$ cat src/rtl/ptt_pkg.sv
// ----------------------------------------------------------------------------
// ptt_pkg
// Shared types, character codes and weight tables for the price threshold
// trigger parser.
// ----------------------------------------------------------------------------
package ptt_pkg;

	localparam int FRAC_DIGITS = 4;
	localparam int PRICE_W     = 48;
	localparam int WEIGHT_W    = 24;

	localparam logic [PRICE_W-1:0] PRICE_MAX    = '1;
	localparam logic [PRICE_W-1:0] THRESH_RESET = 48'd1510000;

	localparam logic [7:0] CH_NUL   = 8'h00;
	localparam logic [7:0] CH_SPACE = 8'h20;
	localparam logic [7:0] CH_DOT   = 8'h2E;
	localparam logic [7:0] CH_ZERO  = 8'h30;
	localparam logic [7:0] CH_NINE  = 8'h39;

	typedef enum logic [2:0] {
		BK_DIGIT,
		BK_DOT,
		BK_SPACE,
		BK_NUL,
		BK_OTHER
	} byte_kind_t;

	typedef struct packed {
		byte_kind_t  kind;
		logic [3:0]  digit;
		logic        last;
	} ptt_cmd_t;

	typedef enum logic [1:0] {
		PH_SEEK,
		PH_PARSE,
		PH_STOP,
		PH_NONE
	} parse_phase_t;

	function automatic logic [WEIGHT_W-1:0] pow10(input logic [2:0] k);
		logic [WEIGHT_W-1:0] w;
		case (k)
			3'd0: w = 24'd1;
			3'd1: w = 24'd10;
			3'd2: w = 24'd100;
			3'd3: w = 24'd1000;
			3'd4: w = 24'd10000;
			3'd5: w = 24'd100000;
			3'd6: w = 24'd1000000;
			3'd7: w = 24'd10000000;
			default: w = 24'd1;
		endcase
		return w;
	endfunction

	// weight of an integer digit, i.e. one whole unit of price in scaled form
	localparam logic [WEIGHT_W-1:0] INT_WEIGHT = pow10(3'(FRAC_DIGITS));

endpackage

$ cat src/rtl/ptt_front.sv
// ----------------------------------------------------------------------------
// ptt_front
// Byte classifier and two-entry command queue feeding the parse engine.
// ----------------------------------------------------------------------------
module ptt_front
	import ptt_pkg::*;
(
	input  logic        clk,
	input  logic        arst_n,
	input  logic        push,
	output logic        full,
	input  logic [7:0]  data_byte,
	input  logic        last_byte,
	output logic        cmd_valid,
	output ptt_cmd_t    cmd,
	input  logic        cmd_pop
);

	ptt_cmd_t   cls;
	ptt_cmd_t   cq_mem_q [2];
	logic       cq_wptr_q;
	logic       cq_rptr_q;
	logic [1:0] cq_cnt_q;
	logic       cq_wr;
	logic       cq_rd;

	always_comb begin
		cls.last  = last_byte;
		cls.digit = 4'(data_byte - CH_ZERO);
		if (data_byte >= CH_ZERO && data_byte <= CH_NINE) begin
			cls.kind = BK_DIGIT;
		end else if (data_byte == CH_DOT) begin
			cls.kind = BK_DOT;
		end else if (data_byte == CH_SPACE) begin
			cls.kind = BK_SPACE;
		end else if (data_byte == CH_NUL) begin
			cls.kind = BK_NUL;
		end else begin
			cls.kind = BK_OTHER;
		end
	end

	assign full      = (cq_cnt_q == 2'd2);
	assign cq_wr     = push && !full;
	assign cmd_valid = (cq_cnt_q != 2'd0);
	assign cq_rd     = cmd_pop && cmd_valid;
	assign cmd       = cq_mem_q[cq_rptr_q];

	always_ff @(posedge clk) begin
		if (cq_wr) begin
			cq_mem_q[cq_wptr_q] <= cls;
		end
	end

	always_ff @(posedge clk or negedge arst_n) begin
		if (!arst_n) begin
			cq_wptr_q <= 1'b0;
			cq_rptr_q <= 1'b0;
			cq_cnt_q  <= 2'd0;
		end else begin
			if (cq_wr) begin
				cq_wptr_q <= !cq_wptr_q;
			end
			if (cq_rd) begin
				cq_rptr_q <= !cq_rptr_q;
			end
			case ({cq_wr, cq_rd})
				2'b10:   cq_cnt_q <= cq_cnt_q + 2'd1;
				2'b01:   cq_cnt_q <= cq_cnt_q - 2'd1;
				default: cq_cnt_q <= cq_cnt_q;
			endcase
		end
	end

	a_cq_bound: assert property (@(posedge clk) disable iff (!arst_n)
		cq_cnt_q != 2'd3)
		else $error("command queue count out of range");

	a_cq_ptrs: assert property (@(posedge clk) disable iff (!arst_n)
		(cq_cnt_q == 2'd1) |-> (cq_wptr_q != cq_rptr_q))
		else $error("command queue pointers disagree with count");

	// empty or full queue has both pointers on the same slot
	a_cq_ptrs_even: assert property (@(posedge clk) disable iff (!arst_n)
		(cq_cnt_q != 2'd1) |-> (cq_wptr_q == cq_rptr_q))
		else $error("command queue pointers apart on empty or full");

endmodule

$ cat src/rtl/ptt_back.sv
// ----------------------------------------------------------------------------
// ptt_back
// Parse engine: phase tracking, fixed point accumulation with saturation,
// and a two-entry result queue with the threshold compare at its head.
// ----------------------------------------------------------------------------
module ptt_back
	import ptt_pkg::*;
(
	input  logic               clk,
	input  logic               arst_n,
	input  logic               cmd_valid,
	input  ptt_cmd_t           cmd,
	output logic               cmd_pop,
	input  logic [PRICE_W-1:0] thresh,
	output logic               empty,
	input  logic               pop,
	output logic               buy,
	output logic [PRICE_W-1:0] price_scaled,
	output logic               has_price
);

	parse_phase_t       phase_q;
	parse_phase_t       phase_n;
	logic [PRICE_W-1:0] acc_q;
	logic [PRICE_W-1:0] acc_n;
	logic [2:0]         cnt_q;
	logic [2:0]         cnt_n;
	logic               dot_q;
	logic               dot_n;

	logic [PRICE_W+4:0] int_sum;
	logic [PRICE_W:0]   frac_sum;
	logic [2:0]         frac_k;
	logic               frac_room;

	logic [PRICE_W-1:0] rq_price_q [2];
	logic               rq_has_q   [2];
	logic               rq_wptr_q;
	logic               rq_rptr_q;
	logic [1:0]         rq_cnt_q;
	logic               rq_wr;
	logic               rq_rd;
	logic               res_has;

	assign rq_rd   = pop && !empty;
	// a last byte needs a free result slot, other bytes never wait
	assign cmd_pop = cmd_valid && (!cmd.last || rq_cnt_q != 2'd2 || rq_rd);
	assign rq_wr   = cmd_pop && cmd.last;

	assign frac_room = ({1'b0, cnt_q} < 4'(FRAC_DIGITS));
	assign frac_k    = 3'(FRAC_DIGITS - 1 - int'(cnt_q));
	assign int_sum   = ({5'b0, acc_q} << 3) + ({5'b0, acc_q} << 1)
		+ 53'(28'(cmd.digit) * 28'(INT_WEIGHT));
	assign frac_sum  = {1'b0, acc_q} + 49'(28'(cmd.digit) * 28'(pow10(frac_k)));

	// next phase
	always_comb begin
		phase_n = phase_q;
		case (phase_q)
			PH_SEEK: begin
				if (cmd.kind == BK_SPACE) begin
					phase_n = PH_PARSE;
				end else if (cmd.kind == BK_NUL) begin
					phase_n = PH_NONE;
				end
			end
			PH_PARSE: begin
				if (cmd.kind != BK_DIGIT && cmd.kind != BK_DOT) begin
					phase_n = PH_STOP;
				end
			end
			default: phase_n = phase_q;
		endcase
	end

	// accumulator datapath
	always_comb begin
		acc_n = acc_q;
		cnt_n = cnt_q;
		dot_n = dot_q;
		if (phase_q == PH_PARSE) begin
			if (cmd.kind == BK_DOT) begin
				dot_n = 1'b1;
			end else if (cmd.kind == BK_DIGIT) begin
				if (!dot_q) begin
					acc_n = (int_sum[PRICE_W+4:PRICE_W] != 5'd0) ? PRICE_MAX
						: int_sum[PRICE_W-1:0];
				end else if (frac_room) begin
					cnt_n = cnt_q + 3'd1;
					acc_n = frac_sum[PRICE_W] ? PRICE_MAX : frac_sum[PRICE_W-1:0];
				end
			end
		end
	end

	assign res_has = (phase_n == PH_PARSE) || (phase_n == PH_STOP);

	always_ff @(posedge clk or negedge arst_n) begin
		if (!arst_n) begin
			phase_q <= PH_SEEK;
			acc_q   <= '0;
			cnt_q   <= 3'd0;
			dot_q   <= 1'b0;
		end else if (cmd_pop) begin
			if (cmd.last) begin
				phase_q <= PH_SEEK;
				acc_q   <= '0;
				cnt_q   <= 3'd0;
				dot_q   <= 1'b0;
			end else begin
				phase_q <= phase_n;
				acc_q   <= acc_n;
				cnt_q   <= cnt_n;
				dot_q   <= dot_n;
			end
		end
	end

	always_ff @(posedge clk) begin
		if (rq_wr) begin
			rq_price_q[rq_wptr_q] <= res_has ? acc_n : '0;
			rq_has_q[rq_wptr_q]   <= res_has;
		end
	end

	always_ff @(posedge clk or negedge arst_n) begin
		if (!arst_n) begin
			rq_wptr_q <= 1'b0;
			rq_rptr_q <= 1'b0;
			rq_cnt_q  <= 2'd0;
		end else begin
			if (rq_wr) begin
				rq_wptr_q <= !rq_wptr_q;
			end
			if (rq_rd) begin
				rq_rptr_q <= !rq_rptr_q;
			end
			case ({rq_wr, rq_rd})
				2'b10:   rq_cnt_q <= rq_cnt_q + 2'd1;
				2'b01:   rq_cnt_q <= rq_cnt_q - 2'd1;
				default: rq_cnt_q <= rq_cnt_q;
			endcase
		end
	end

	assign empty        = (rq_cnt_q == 2'd0);
	assign price_scaled = rq_price_q[rq_rptr_q];
	assign has_price    = rq_has_q[rq_rptr_q];
	// threshold must only change while idle (unenforced) for the head compare
	assign buy          = has_price && (price_scaled < thresh);

	a_seek_clean: assert property (@(posedge clk) disable iff (!arst_n)
		(phase_q == PH_SEEK || phase_q == PH_NONE) |-> (acc_q == '0 && cnt_q == 3'd0 && !dot_q))
		else $error("accumulator not clear outside a price field");

	a_frac_bound: assert property (@(posedge clk) disable iff (!arst_n)
		({1'b0, cnt_q} <= 4'(FRAC_DIGITS)) && (cnt_q == 3'd0 || dot_q))
		else $error("fraction digit count out of range");

	a_rq_no_overrun: assert property (@(posedge clk) disable iff (!arst_n)
		rq_wr |-> (rq_cnt_q != 2'd2 || rq_rd))
		else $error("result queue overrun");

endmodule

$ cat src/rtl/price_threshold_trigger_parser.sv
// ----------------------------------------------------------------------------
// price_threshold_trigger_parser
// Streaming ASCII decimal price parser with a buy threshold trigger.
// ----------------------------------------------------------------------------
// Takes one message byte per cycle. Bytes up to the first space are skipped,
// then an ASCII decimal price is parsed into fixed point with FRAC_DIGITS
// decimal places (extra fraction digits dropped, a second dot ignored,
// saturating at 2^48-1); any other byte or a zero byte stops parsing. On the
// byte flagged last one result item is queued: the price, whether a space was
// found before any zero byte, and buy when the price is below buy_threshold.
// A classifier feeds a two-entry command queue, the parse engine updates its
// accumulator with one multiply-by-ten add and saturation compare per byte,
// and results wait in a two-entry output queue, so a byte is accepted every
// cycle; the input only stalls when both result slots are held and a last
// byte reaches the engine.
// buy_threshold should only be written with no item in flight.
module price_threshold_trigger_parser
	import ptt_pkg::*;
(
	input  logic               clk,
	input  logic               arst_n,
	input  logic               push,
	output logic               full,
	input  logic [7:0]         data_byte,
	input  logic               last_byte,
	output logic               empty,
	input  logic               pop,
	output logic               buy,
	output logic [PRICE_W-1:0] price_scaled,
	output logic               has_price,
	input  logic               buy_threshold_we,
	input  logic [PRICE_W-1:0] buy_threshold
);

	logic [PRICE_W-1:0] thresh_q;
	logic               cmd_valid;
	ptt_cmd_t           cmd;
	logic               cmd_pop;

	always_ff @(posedge clk or negedge arst_n) begin
		if (!arst_n) begin
			thresh_q <= THRESH_RESET;
		end else if (buy_threshold_we) begin
			thresh_q <= buy_threshold;
		end
	end

	ptt_front u_front (
		.clk       (clk),
		.arst_n    (arst_n),
		.push      (push),
		.full      (full),
		.data_byte (data_byte),
		.last_byte (last_byte),
		.cmd_valid (cmd_valid),
		.cmd       (cmd),
		.cmd_pop   (cmd_pop)
	);

	ptt_back u_back (
		.clk          (clk),
		.arst_n       (arst_n),
		.cmd_valid    (cmd_valid),
		.cmd          (cmd),
		.cmd_pop      (cmd_pop),
		.thresh       (thresh_q),
		.empty        (empty),
		.pop          (pop),
		.buy          (buy),
		.price_scaled (price_scaled),
		.has_price    (has_price)
	);

endmodule

$ cat config.mk
export PLATFORM = sky130hd
export DESIGN_NAME = price_threshold_trigger_parser
export DESIGN_NICKNAME = d
export VERILOG_FILES = /design/src/rtl/ptt_pkg.sv /design/src/rtl/ptt_front.sv /design/src/rtl/ptt_back.sv /design/src/rtl/price_threshold_trigger_parser.sv
export SDC_FILE = /design/constraint.sdc
export NUM_CORES = 1
export LEC_CHECK = 0
export ABC_CLOCK_PERIOD_IN_PS = 10800
export BUFFER_PORTS_ARGS = -buffer_cell sky130_fd_sc_hd__buf_2
export CORE_UTILIZATION = 65
export CTS_CLUSTER_SIZE = 16
export DETAILED_ROUTE_END_ITERATION = 8
export GPL_ROUTABILITY_DRIVEN = 0
export PLACE_DENSITY_LB_ADDON = 0.08
export SYNTH_ARGS = -nofsm -noshare
export SYNTH_HDL_FRONTEND = slang
export SYNTH_SLANG_ARGS = --single-unit
$ cat constraint.sdc
create_clock -name clk -period 10.8 [get_ports clk]
set_clock_uncertainty 0.05 [all_clocks]
set_input_delay 1.08 -clock clk [delete_from_list [all_inputs] [get_ports clk]]
set_output_delay 1.08 -clock clk [all_outputs]
set_load 0.05 [all_outputs]
==> impl_metrics.tcl <==
set metrics [dict create \
    worstPathRequired_ns 10.99 \
    avgSynthCellArea_um2 8.81 \
    grt_usage 0.351 \
    yosysUniqueCellTypes 84 \
    holdCritPathClass "reg2reg" \
    crit_arrival_ns 7.77 \
    yosys.area.top_type "edfxtp_1" \
    start_kind "flip-flop" \
    grt_max_degree 97 \
    core_area_um2 29600 \
    finalMaxSlewViolations 0 \
    routedWlPerCell_um 20.3 \
    antenna_found_initial 1 \
    root_buffer "clkbuf_16" \
    drc 0 \
    diodes 0 \
    initial_utilization 0.661 \
    io_buffers 113 \
    hpwlAfterDp_mm 41.6 \
    synth_warnings 0 \
    place_area_um2 20400 \
    synthCells 2216 \
    firstDrtPassIters 6 \
    dp.cells 2650 \
    hold_ws_ns 0.448 \
    finalSetupViolations 0 \
    peakVddDrop_mv 0.280 \
    tightest_slew_ns 1.14 \
    synth_seq_area_share 0.317 \
    std_cell_rows 63 \
    syn_area_um2 19500 \
    overflow 0 \
    fin_area_um2 21100 \
    vias 17400 \
    final.period_utilization 0.702 \
    cts_tree "yes" \
    cts_setup_buffers 0 \
    grt_pass1_vias 16400 \
    cap_violations 0 \
    grt_pass1_wl_mm 85.4 \
    grt_setup_unrepaired "false" \
    worst_skew_pair.late_latency_ns 0.53 \
    pin_count 114 \
    multiInputGateArea_um2 12100 \
    synth_top_cells_by_area "edfxtp_1 (18%), dfrtp_1 (13%), ha_1 (11%)" \
    fillers 2350 \
    drt-total-wl_mm 54.7 \
    path_class "reg2reg" \
    clk_path_buf_depth 3 \
    ys_ff_latch 224 \
    path_max_fanout 18 \
    cts_buffers 25 \
    drive_above_1_share 0.115 \
    dieArea_um2 30700 \
    hold_viol_final 0 \
    ctsResizeCount 0 \
    synth_top_area_frac 0.175 \
    async_reset_ff_frac 0.491 \
    finalSetupTns_ns 0 \
    timing.fmax_mhz 132 \
    clock-sinks 224 \
    worst_setup_path_end_kind "flip-flop" \
    cts_hold_buf 0 \
    fin_cells 2696 \
    power_leakage_nw 9.55 \
    die_w_um 175 \
    drtIter0Drc 2132 \
    ys.flop_type "edfxtp_1" \
    syn_to_final_growth_pct 8.31 \
    fin_crit_ns 7.58 \
    htreeDepth 1 \
    vias_per_cell 6.45 \
    relSlewSlack 0.238 \
    drtAntennaViolNets 0 \
    p_per_area_nw_per_um2 244 \
    syn_nets 2511 \
    final_nets 2582 \
    ff_latch_area_um2 6190 \
    synth_edf_count 114 \
    status "completed" \
    clkTransAtPathRegs_ns 0.06 \
    die_h_um 175 \
]
layout by cell type (no fill, tap or decap), types with 25 or more instances in the layout:
| cell type | n |
|---|---|
| o21ai_0 | 166 |
| fa_1 | 63 |
| nand2_1 | 201 |
| ha_1 | 170 |
| a21o_1 | 52 |
| nand2b_1 | 26 |
| nor3_1 | 60 |
| edfxtp_1 | 114 |
| nand4_1 | 36 |
| a21oi_1 | 148 |
| mux2_2 | 51 |
| xor2_1 | 39 |
| nor2_1 | 181 |
| nand3_1 | 54 |
| inv_1 | 219 |
| xnor2_1 | 78 |
| buf_2 | 112 |
| clkbuf_16 | 25 |
| dfrtp_1 | 100 |
stage by stage:
| stage | utilization | setup WS (ns) | power (mW) |
|---|---|---|---|
| after detailed placement | 0.689 | 3.49 | 4.26 |
| final | 0.715 | 3.22 | 5.16 |
| after global routing | 0.715 | 2.88 | 5.46 |
| after floorplan | - | 4.42 | 3.46 |
| after CTS | 0.715 | 3.45 | 5.09 |
| after global placement | 0.689 | 3.59 | 4.16 |
critical path, cell delays in order (launching register included):
cell and delay (ns):
dfrtp_1 0.60, inv_1 0.22, ha_1 0.30, nor2_1 0.55, a211oi_1 0.15, fa_1 0.54
fa_1 0.55, inv_1 0.06, fa_1 0.51, inv_1 0.04, ha_1 0.35, a21o_1 0.14
a21oi_1 0.07, o221ai_1 0.34, nand4_1 0.18, and3b_1 0.23, a21oi_1 0.28, o211ai_1 0.44
o21a_1 0.59, nand2_1 0.28, o22ai_1 0.11, a21o_1 0.17, nor3_1 0.56
per-layer routing:
layer | global-route usage | part of all wire | vias to the layer above
li1 | - | - | 8043
met1 | 0.480 | 0.41 | 8160
met2 | 0.547 | 0.43 | 1048
met3 | 0.0972 | 0.13 | 138
met4 | 0.102 | 0.028 | 0
met5 | 0 | 0 | -
path summary, 6_finish.rpt:
path / from / end / slack (ns) / cells past startpoint
hold / removal: u_front.cq_cnt_q[1]$_DFFE_PN0P_ / u_front.cq_cnt_q[1]$_DFFE_PN0P_ / 0.45 / 1
hold reg to reg: u_front.cq_cnt_q[1]$_DFFE_PN0P_ / u_front.cq_cnt_q[1]$_DFFE_PN0P_ / 0.45 / 1
max in group asynchronous: arst_n / u_back.rq_rptr_q$_DFFE_PN0P_ / 8.70 / 2
min in group asynchronous: arst_n / thresh_q[14]$_DFFE_PN0P_ / 0.51 / 1
setup reg to reg: u_back.cnt_q[0]$_DFFE_PN0P_ / u_back.rq_price_q[0][41]$_DFFE_PP_ / 3.22 / 22
setup / recovery: u_back.cnt_q[0]$_DFFE_PN0P_ / u_back.rq_price_q[0][41]$_DFFE_PP_ / 3.22 / 22
registers in the layout (all words and copies together), names as in the netlist:
register	cells
u_back.rq_rptr_q	1
u_front.cq_cnt_q	2
u_back.acc_q	48
u_back.dot_q	1
thresh_q	48
u_back.phase_q	2
u_front.cq_mem_q	16
u_front.cq_rptr_q	1
u_back.cnt_q	3
u_back.rq_price_q	96
u_back.rq_cnt_q	2
u_back.rq_wptr_q	1
u_front.cq_wptr_q	1
u_back.rq_has_q	2
cells by family after synthesis:
logic type | count (synthesis) | synth area share
AO/OA/AOI/OAI | 610 | 0.200
multiplexers | 61 | 0.0347
adder cells (fa/ha/maj) | 233 | 0.174
AND/OR/NAND/NOR | 661 | 0.160
flip-flops | 224 | 0.317
buffers and inverters | 310 | 0.0623
XOR/XNOR | 117 | 0.0525
synth_stat cells, types with 8 or more instances:
| master | number |
|---|---|
| a211oi_1 | 22 |
| a21o_1 | 52 |
| a21oi_1 | 148 |
| a221oi_1 | 12 |
| a31oi_1 | 18 |
| a32o_1 | 14 |
| and2_1 | 21 |
| and3_1 | 14 |
| and4_1 | 8 |
| buf_1 | 10 |
| clkbuf_1 | 67 |
| dfrtp_1 | 101 |
| dfstp_2 | 9 |
| edfxtp_1 | 114 |
| fa_1 | 63 |
| ha_1 | 170 |
| inv_1 | 219 |
| mux2_2 | 51 |
| mux2i_1 | 9 |
| nand2_1 | 201 |
| nand2b_1 | 26 |
| nand3_1 | 54 |
| nand4_1 | 36 |
| nor2_1 | 183 |
| nor2b_1 | 15 |
| nor3_1 | 60 |
| nor4_1 | 11 |
| o211ai_1 | 17 |
| o21a_1 | 20 |
| o21ai_0 | 166 |
| o21ai_1 | 22 |
| o21bai_1 | 17 |
| o221ai_1 | 9 |
| o22ai_1 | 13 |
| o31ai_1 | 22 |
| or2_2 | 8 |
| xnor2_1 | 78 |
| xor2_1 | 39 |
power by group:
| group | internal, mW | total [mW] | switching [mW] |
|---|---|---|---|
| logic | 1.06 | 3.15 | 2.09 |
| registers | 1.11 | 1.20 | 0.0910 |
| clock network | 0.472 | 0.809 | 0.337 |
cell type report:
class,count,share of cell area
timing repair buffer,134,0.0343
clock inverter,16,0.00621
tap,390,0.0231
inverter,220,0.0390
clock buffer,30,0.0305
sequential,224,0.293
multi-input combinational,1682,0.574
Note: power is estimated with default switching activity, not from simulation.
